--- src/rtl/dmlps_pkg.sv ---
// Shared types and constants of the debounced mode LED pattern sequencer.
`default_nettype none

package dmlps_pkg;

   typedef enum logic [1:0] {
      MODE_FOUR  = 2'd0,
      MODE_FIVE  = 2'd1,
      MODE_RUN   = 2'd2,
      MODE_CHECK = 2'd3
   } mode_type;

   // Register indexes of the configuration port.
   localparam logic CSR_DEBOUNCE = 1'b0;
   localparam logic CSR_INTERVAL = 1'b1;

   localparam logic [15:0] DEBOUNCE_RESET = 16'd50;
   localparam logic [15:0] INTERVAL_RESET = 16'd3000;

   localparam logic [7:0] LEDS_FOUR  = 8'h0F;
   localparam logic [7:0] LEDS_FIVE  = 8'h1F;
   localparam logic [7:0] CHECK_EVEN = 8'h55;
   localparam logic [7:0] CHECK_ODD  = 8'hAA;

   // Narrow control state that does not depend on the time width.
   typedef struct packed {
      logic       stable_level;
      mode_type   mode;
      logic [2:0] step;
      logic [7:0] leds;
   } ctl_type;

   // One result beat, declared from the highest bit down, in the same layout as on the port.
   typedef struct packed {
      logic [1:0] mode_now;
      logic       bounce_seen;
      logic       pattern_written;
      logic [7:0] led_pattern;
   } result_type;

endpackage

`default_nettype wire

--- src/rtl/dmlps_step.sv ---
// Next-state and result logic for one button poll.
`default_nettype none

module dmlps_step #(
   parameter int TIME_WIDTH = 32
) (
   input  wire logic                  level,
   input  wire logic [TIME_WIDTH-1:0] now,
   input  wire logic [15:0]           debounce_ms,
   input  wire logic [15:0]           interval_ms,
   input  wire dmlps_pkg::ctl_type    ctl,
   input  wire logic [TIME_WIDTH-1:0] last_accept,
   input  wire logic [TIME_WIDTH-1:0] last_step,
   output dmlps_pkg::ctl_type         ctl_next,
   output logic [TIME_WIDTH-1:0]      last_accept_next,
   output logic [TIME_WIDTH-1:0]      last_step_next,
   output dmlps_pkg::result_type      result
);
   import dmlps_pkg::*;

   logic [TIME_WIDTH-1:0] since_accept;
   logic [TIME_WIDTH-1:0] since_step;
   logic                  change;
   logic                  accept;
   logic                  tick;
   ctl_type               ctl_press;
   logic                  written_press;
   logic                  written;

   assign since_accept = now - last_accept;
   assign since_step   = now - last_step;
   assign change       = level != ctl.stable_level;
   assign accept       = change && (since_accept > TIME_WIDTH'(debounce_ms));
   assign tick         = since_step >= TIME_WIDTH'(interval_ms);

   // The press is handled first; the interval test then sees the new mode.
   always_comb begin
      ctl_press     = ctl;
      written_press = 1'b0;
      if (accept) begin
         ctl_press.stable_level = level;
         if (!level) begin
            ctl_press.mode = mode_type'(2'(ctl.mode + 2'd1));
            case (ctl_press.mode)
               MODE_FOUR: begin
                  ctl_press.leds = LEDS_FOUR;
                  written_press  = 1'b1;
               end
               MODE_FIVE: begin
                  ctl_press.leds = LEDS_FIVE;
                  written_press  = 1'b1;
               end
               default: begin
                  ctl_press.step = 3'd0;
               end
            endcase
         end
      end
   end

   always_comb begin
      ctl_next = ctl_press;
      written  = written_press;
      if (tick) begin
         case (ctl_press.mode)
            MODE_RUN: begin
               ctl_next.leds = 8'd1 << ctl_press.step;
               ctl_next.step = 3'(ctl_press.step + 3'd1);
               written       = 1'b1;
            end
            MODE_CHECK: begin
               ctl_next.leds = ctl_press.step[0] ? CHECK_ODD : CHECK_EVEN;
               ctl_next.step = 3'(ctl_press.step + 3'd1);
               written       = 1'b1;
            end
            default: begin
               ctl_next.leds = ctl_press.leds;
            end
         endcase
      end
   end

   assign last_accept_next = accept ? now : last_accept;
   assign last_step_next   = tick ? now : last_step;

   assign result.mode_now        = ctl_next.mode;
   assign result.bounce_seen     = change && !accept;
   assign result.pattern_written = written;
   assign result.led_pattern     = ctl_next.leds;

endmodule

`default_nettype wire

--- src/rtl/debounced_mode_led_pattern_sequencer.sv ---
// Top level of the debounced mode LED pattern sequencer.
`default_nettype none

// Each request beat is one poll of a push button: the sampled pin level
// (0 pressed, 1 released) and a free-running millisecond time. A level change
// is taken only when strictly more than debounce_ms have passed since the last
// taken change; otherwise the poll reports a bounce. Every taken press steps
// the mode 0, 1, 2, 3 and around: mode 0 lights four LEDs, mode 1 lights five,
// mode 2 runs a single LED and mode 3 alternates 0x55 and 0xAA, the last two
// advancing once every interval_ms. Every poll gives exactly one
// response beat with the LEDs, a written flag, the bounce flag and the mode.
// The block takes one poll every clock cycle while it is not stalled. A poll
// is held in the input register, where the debounce and interval logic
// updates the state, and leaves through the output register. Back-pressure
// on the response side stalls the request side only when both registers are
// full. Time differences wrap modulo 2**TIME_WIDTH. The two interval
// registers may be written only while no poll is in flight.

module debounced_mode_led_pattern_sequencer #(
   parameter int TIME_WIDTH = 32
) (
   input  wire logic        clock,
   input  wire logic        reset,
   input  wire logic        req_tvalid,
   output logic             req_tready,
   input  wire logic [39:0] req_tdata,   // button_level [0], now_ms [32:1]
   output logic             rsp_tvalid,
   input  wire logic        rsp_tready,
   output logic [15:0]      rsp_tdata,   // led_pattern [7:0], pattern_written [8],
                                         // bounce_seen [9], mode_now [11:10]
   input  wire logic        csr_we,
   input  wire logic        csr_index,
   input  wire logic [15:0] csr_wdata
);
   import dmlps_pkg::*;

   localparam ctl_type CTL_RESET = '{
      stable_level: 1'b1,
      mode:         MODE_FOUR,
      step:         3'd0,
      leds:         LEDS_FOUR
   };

   // Configuration registers.
   logic [15:0] debounce_ff;
   logic [15:0] interval_ff;

   // Input register.
   logic        in_valid_ff;
   logic        level_ff;
   logic [31:0] now_ff;

   // Poll state.
   ctl_type               ctl_ff;
   ctl_type               ctl_in;
   logic [TIME_WIDTH-1:0] last_accept_ff;
   logic [TIME_WIDTH-1:0] last_accept_in;
   logic [TIME_WIDTH-1:0] last_step_ff;
   logic [TIME_WIDTH-1:0] last_step_in;

   // Output register.
   logic       out_valid_ff;
   result_type result_ff;
   result_type result_in;

   logic out_load;
   logic in_load;

   // The output register loads whenever it is empty or being drained; the
   // input register refills in the same cycle it hands its poll on.
   assign out_load   = in_valid_ff && (!out_valid_ff || rsp_tready);
   assign req_tready = !in_valid_ff || out_load;
   assign in_load    = req_tvalid && req_tready;

   dmlps_step #(
      .TIME_WIDTH (TIME_WIDTH)
   ) u_step (
      .level            (level_ff),
      .now              (TIME_WIDTH'(now_ff)),
      .debounce_ms      (debounce_ff),
      .interval_ms      (interval_ff),
      .ctl              (ctl_ff),
      .last_accept      (last_accept_ff),
      .last_step        (last_step_ff),
      .ctl_next         (ctl_in),
      .last_accept_next (last_accept_in),
      .last_step_next   (last_step_in),
      .result           (result_in)
   );

   always_ff @(posedge clock) begin
      if (reset) begin
         debounce_ff <= DEBOUNCE_RESET;
         interval_ff <= INTERVAL_RESET;
      end else if (csr_we) begin
         case (csr_index)
            CSR_DEBOUNCE: debounce_ff <= csr_wdata;
            CSR_INTERVAL: interval_ff <= csr_wdata;
            default: begin
               debounce_ff <= debounce_ff;
            end
         endcase
      end
   end

   always_ff @(posedge clock) begin
      if (reset) begin
         in_valid_ff <= 1'b0;
      end else if (req_tready) begin
         in_valid_ff <= req_tvalid;
      end
   end

   always_ff @(posedge clock) begin
      if (in_load) begin
         level_ff <= req_tdata[0];
         now_ff   <= req_tdata[32:1];
      end
   end

   always_ff @(posedge clock) begin
      if (reset) begin
         ctl_ff         <= CTL_RESET;
         last_accept_ff <= '0;
         last_step_ff   <= '0;
      end else if (out_load) begin
         ctl_ff         <= ctl_in;
         last_accept_ff <= last_accept_in;
         last_step_ff   <= last_step_in;
      end
   end

   always_ff @(posedge clock) begin
      if (reset) begin
         out_valid_ff <= 1'b0;
      end else if (!out_valid_ff || rsp_tready) begin
         out_valid_ff <= in_valid_ff;
      end
   end

   always_ff @(posedge clock) begin
      if (out_load) begin
         result_ff <= result_in;
      end
   end

   assign rsp_tvalid = out_valid_ff;
   assign rsp_tdata  = {4'd0, result_ff};

   // The poll state moves only when a poll is handed to the output register.
   assert property (@(posedge clock) disable iff (reset)
      !out_load |=> $stable(ctl_ff))
      else $error("poll state changed without a poll");

   // A mode advances by at most one step per poll.
   assert property (@(posedge clock) disable iff (reset)
      out_load |=> (ctl_ff.mode == $past(ctl_ff.mode)) ||
                   (ctl_ff.mode == mode_type'(2'($past(ctl_ff.mode) + 2'd1))))
      else $error("mode skipped a step");

   // A rejected bounce never changes the mode.
   assert property (@(posedge clock) disable iff (reset)
      (out_load && result_in.bounce_seen) |-> (ctl_in.mode == ctl_ff.mode))
      else $error("bounce changed the mode");

   // A write in mode 0 always shows four LEDs.
   assert property (@(posedge clock) disable iff (reset)
      (out_valid_ff && result_ff.pattern_written && result_ff.mode_now == MODE_FOUR)
      |-> (result_ff.led_pattern == LEDS_FOUR))
      else $error("wrong pattern written in mode 0");

   // A write in the running mode lights exactly one LED.
   assert property (@(posedge clock) disable iff (reset)
      (out_valid_ff && result_ff.pattern_written && result_ff.mode_now == MODE_RUN)
      |-> $onehot(result_ff.led_pattern))
      else $error("running pattern is not a single LED");

endmodule

`default_nettype wire

--- config.mk ---
export PLATFORM = sky130hd
export DESIGN_NAME = debounced_mode_led_pattern_sequencer
export DESIGN_NICKNAME = d
export VERILOG_FILES = /design/src/rtl/dmlps_pkg.sv /design/src/rtl/dmlps_step.sv /design/src/rtl/debounced_mode_led_pattern_sequencer.sv
export SDC_FILE = /design/constraint.sdc
export NUM_CORES = 1
export LEC_CHECK = 0
export ABC_AREA = 1
export BUFFER_PORTS_ARGS = -buffer_cell sky130_fd_sc_hd__buf_4
export CAP_MARGIN = 0
export CORE_MARGIN = 10
export CORE_UTILIZATION = 25
export DETAILED_ROUTE_END_ITERATION = 8
export GPL_TIMING_DRIVEN = 0
export MAX_ROUTING_LAYER = met4
export PLACE_DENSITY = 0.37
export SLEW_MARGIN = 40
export SYNTH_ARGS = -nofsm -noshare
export SYNTH_HDL_FRONTEND = slang
export SYNTH_HIERARCHICAL = 1
export SYNTH_SLANG_ARGS = --single-unit
--- constraint.sdc ---
create_clock -name clock -period 4.45 [get_ports clock]
set_input_delay 0.445 -clock clock [delete_from_list [all_inputs] [get_ports clock]]
set_output_delay 0.445 -clock clock [all_outputs]
set_load 0.005 [all_outputs]
# Word-level counts from Yosys, hierarchy flattened
# Cells that the tools add are included.
[totals] register_bits=157 out_inout_bits=18 in_bits=62 word_cells=57
[op_classes] shifts=1 eq_ne=4 add_sub_neg=4 reduce_logical=16 bitwise_logic=1 order_cmp=2 muxes=13
[op_table] cell="$sub A32 B32 Y32" count=2
[op_table] cell="$ge A32 B16 Y1" count=1
[op_table] cell="$gt A32 B16 Y1" count=1
[op_table] cell="$pmux W8 S2" count=2
[op_table] cell="$mux W13" count=2
[op_table] cell="$mux W11" count=1
[op_table] cell="$mux W8" count=1
[op_table] cell="$reduce_and A2 Y1" count=4
[op_table] cell="$shl A1 B3 Y8 const A" count=1
[op_table] cell="$mux W3" count=2
[op_table] cell="$mux W1" count=5
[op_table] cell="$eq A2 B2 Y1 const B" count=2
[op_table] cell="$logic_and A1 B1 Y1" count=4
[op_table] cell="$reduce_or A2 Y1" count=2
[op_table] cell="$add A3 B1 Y3 const B" count=1
[op_table] cell="$logic_not A1 Y1" count=3
[op_table] cell="$add A2 B1 Y2 const B" count=1
[op_table] cell="$eq A2 B1 Y1 const B" count=1
[op_table] cell="$logic_not A2 Y1" count=1
[op_table] cell="$logic_or A1 B1 Y1" count=2
[op_table] cell="$ne A1 B1 Y1" count=1
[op_table] cell="$not A1 Y1" count=1

# Logic depth before layout (Yosys ltp)
[depth] word_depth=10 mapped_depth=36 ltp_nobuf=36

# Cells and area by module
# Netlist, hierarchy kept.
[modules_own_cells] module="dmlps_step" area_per_inst_um2=6969.2 seq_area_each_um2=0.0 n_inst=1 cells_each=1406
[modules_own_cells] module="debounced_mode_led_pattern_sequencer" area_per_inst_um2=6084.6 seq_area_each_um2=3593.4 n_inst=1 cells_each=703

# Worst setup path before layout
# No wires, ideal clock.
[synth_timing] path_kind="reg-to-reg" startpoint="reg now_ff[2]" endpoint="reg result_ff (netlist bit rsp_tdata[3]) (data pin)" synth_period_minus_slack_ns=3.708 arrival_time_ns=3.456 path_stages_with_launch=32 path_slack_ns=0.742 path_buffers=1 setup_time_ns=0.251 required_ns=4.199 path_cell_list="edfxtp_1 ha_1 nand2_1 nand2_1 inv_2 nand2_2 nand2_1 nand2_2 nand2_1 nand2_2 xor2_1 ha_1 nand2_1 nor3_1 nand2_1 nand2_1 nand2_1 nand3_1 nor2_1 nand2_1 nor2_2 nand2_4 nand3_2 nand2_1 inv_1 ha_1 ha_1 nand2_1 nand2_1 nand2_1 nand2_1 buf_4"
[synth_rtl] item="start: declaration" line_no="debounced_mode_led_pattern_sequencer.sv:51" text="logic [31:0] now_ff;"
[synth_rtl] item="start signal: assignment" line_no="debounced_mode_led_pattern_sequencer.sv:117" text="now_ff <= req_tdata[32:1];"
[synth_rtl] item="end signal: assignment" line_no="debounced_mode_led_pattern_sequencer.sv:143" text="result_ff <= result_in;"
[synth_rtl] item="end: declaration" line_no="debounced_mode_led_pattern_sequencer.sv:63" text="result_type result_ff;"

==> out/metrics.yaml <==
end_kind: "register"
rr_startpoint: "now_ff[12]"
cp_common_cell: "nand2_1"
r2r-end: "ctl_ff[6]"
area_growth_pct: 26.7
start_kind: "register"
viasPerCell: 4.46
dp_hpwl_um: 39100
hold_path.class: "in -> reg"
rr_worst_depth: 33
synth_edf_count: 45
cts_sinks: 157
synth.most_common_cell: "nand2_1"
required_ns: 4.85
cts_tree: "yes"
h-tree-depth: 4
tns_ns: 0
clkSlewWorstSetupHoldPaths_ns: 0.08
yosysTopAreaCell: "dfxtp_1"
wire_per_inst_um: 16.6
avgSynthCellArea_um2: 6.19
swShare: 0.385
drt_pre_antenna_iters: 6
die_h_um: 249
finalWirelength_um: 48900
rows: 83
yosysTopAreaCellShare: 0.172
insertedDiodeCount: 0
die_area_um2: 61800
grt_max_degree: 34
synth-seq-cells: 157
ant_nets: 0
ios: 80
ys_async_sr_fraction: 0
critPathMaxStageDelay_ns: 0.48
ys_top_cells_by_area: "dfxtp_1 17%, nand2_1 16%, inv_1 11%"
ys.flop_type: "dfxtp_1"
die_w_um: 249
rsz0062_at_grt: "yes"
fin_nets: 2422
status: "complete, no violations"
drive_gt1_frac: 0.192
setup_viol_count_final: 0
crit_family: "simple AND/OR/NAND/NOR gates"
hold_end: "now_ff[14]"
max_freq_ghz: 0.232
critPathMaxFanout: 7
clkPwrFrac: 0.301
num_vias: 13200
crit_slowest_cell: "edfxtp_1"
hold_viol: 0
yosys-top-cells-count: "567 x nand2_1, 381 x inv_1, 285 x nor2_1, 185 x a21oi_1, 158 x nand3_1"
critPathKind: "reg -> reg"
core_um2: 51500
syn-instance-count: 2109
slew_viol_final: 0
final.setup.worst_slack_ns: 0.148
power.density_nw_per_um2: 309
clk_latency_ns: 0.46
internal_power_mw: 3.14
track_usage: 0.155
path_buf_inv: 4
grt_pass1_vias: 12700
holdPathStages: 1
yosysSeqAreaShare: 0.275
cts_buffers: 17
synth.distinct_cells: 37
cap_viol_max_count: 0
synth_area_um2: 13100
remaining_drc_errors: 0
vdd_drop_max_mv: 0.311
worst_ep_arrival_time_ns: 4.70
p_leak_nw: 8.23
clock_skew_ns: 0.0141
p_comb_frac: 0.376
clockRootBuffer: "clkbuf_16"
tightest_slew_ns: 0.529
drt-initial-drc-count: 681
place_congestion: 0.856
initial_core_util: 0.253
fin_crit_ns: 4.30
grt_first_pass_wirelength_um: 73200
dp_slack_ns: -0.575
numPortBuffers: 68
grt_overflow_total: 0
rrSetupSlack_ns: 0.15
maxSlewHeadroom: 0.647
fin_crit_sh: 0.967
p_sw_mw: 1.97
cts.path.max_buffers: 2
yosysWarningCount: 6
antenna_found_initial: 0
hold_path.startpoint: "req_tdata[15]"
seqPwrFrac: 0.323
-- worst reg2reg max path: cells and delay by family, from the launching register on --
| kind | cells | cell delay, ns |
|---|---|---|
| xor gates and xnor gates | 1 | 0.20 |
| AOI/OAI and AO/OA | 3 | 0.34 |
| DFF | 1 | 0.48 |
| buffers and inverters | 4 | 0.25 |
| and+or+nand+nor | 22 | 2.20 |
| adders and majority gates | 3 | 0.74 |
-- registers in the layout, summed over array words and instances (netlist names) --
name and count:
last_accept_ff 32, last_step_ff 32, now_ff 32, debounce_ff 16
interval_ff 16, ctl_ff 14, rsp_tdata 12, in_valid_ff 1
level_ff 1, rsp_tvalid 1
-- power by group through the flow --
stage	sequential [mW]	combinational [mW]	clock (mW)
floorplan	1.65	1.15	0
global placement	1.69	1.60	0
detailed placement	1.69	1.61	0
CTS	1.65	1.72	1.59
global route	1.66	2.17	1.64
finish	1.65	1.92	1.54
-- cell families (layout without fill, tap and decap cells) --
| logic type | count (synthesis) | after routing | share of synthesized area |
|---|---|---|---|
| mux | 1 | 1 | 0.000863 |
| xor+xnor | 36 | 36 | 0.0242 |
| flops | 157 | 157 | 0.275 |
| other cells | 1 | 4 | 0.000287 |
| compound gates | 258 | 258 | 0.105 |
| fa+ha+maj | 102 | 102 | 0.0989 |
| simple gates | 1076 | 1076 | 0.339 |
| buf+inv | 478 | 637 | 0.156 |
-- layout by cell type, fill, tap and decap left out, types with 38 or more instances in the layout --
cell      Yosys  layout
nand2_1     567     524
inv_1       381     370
nor2_1      285     272
a21oi_1     185     175
buf_4        30     146
nand3_1     158     142
dfxtp_1     112     112
ha_1        100      68
edfxtp_1     45      45
o21ai_0      41      38
-- stage by stage --
step	utilization	power (mW)	cell area, um^2	hold WS, ns	std cells
2_1_floorplan	-	2.80	13100	0.421	2112
3_3_place_gp	0.280	3.29	14400	0.436	2860
3_5_place_dp	0.280	3.30	14400	0.444	2860
4_1_cts	0.302	4.96	15600	0.124	2918
5_1_grt	0.321	5.47	16500	0.131	2951
6_report	0.321	5.11	16500	0.155	2951
-- metal layers --
layer	GRT usage	routed length, um	vias up
li1	-	-	6841
met3	0.0134	1160	50
met2	0.256	23100	186
met4	0.0535	1170	0
met5	-	0	-
met1	0.196	23400	6095
-- worst max-delay path by stage --
stage | slack (ns) | startpoint | cells past startpoint | to
after floorplan | 0.74 | now_ff[2] | 31 | rsp_tdata[3]
after global placement | -0.67 | now_ff[0] | 34 | ctl_ff[7]
after detailed placement | -0.58 | now_ff[0] | 34 | ctl_ff[7]
after CTS | -0.003 | now_ff[0] | 30 | rsp_tdata[4]
after global routing | -0.09 | now_ff[2] | 34 | ctl_ff[6]
final | 0.15 | now_ff[12] | 33 | ctl_ff[6]
-- repair_timing --
action,in CTS,in global routing
pin swaps,11,72
resized for setup,57,154
cloned,0,2
endpoints found under the setup margin,84,84
hold buffers,0,0
setup buffers,26,31
-- cell type report --
type	instances	area, um^2
multi-input cells	1477	8410
inverters	399	1510
well taps	680	851
flip-flops and latches	157	3590
plain buffers	79	564
clock inverters	15	175
fillers	5862	35000
clock buffers	17	425
repair buffers	127	1010
No activity file was read; power rests on OpenSTA's default activity.
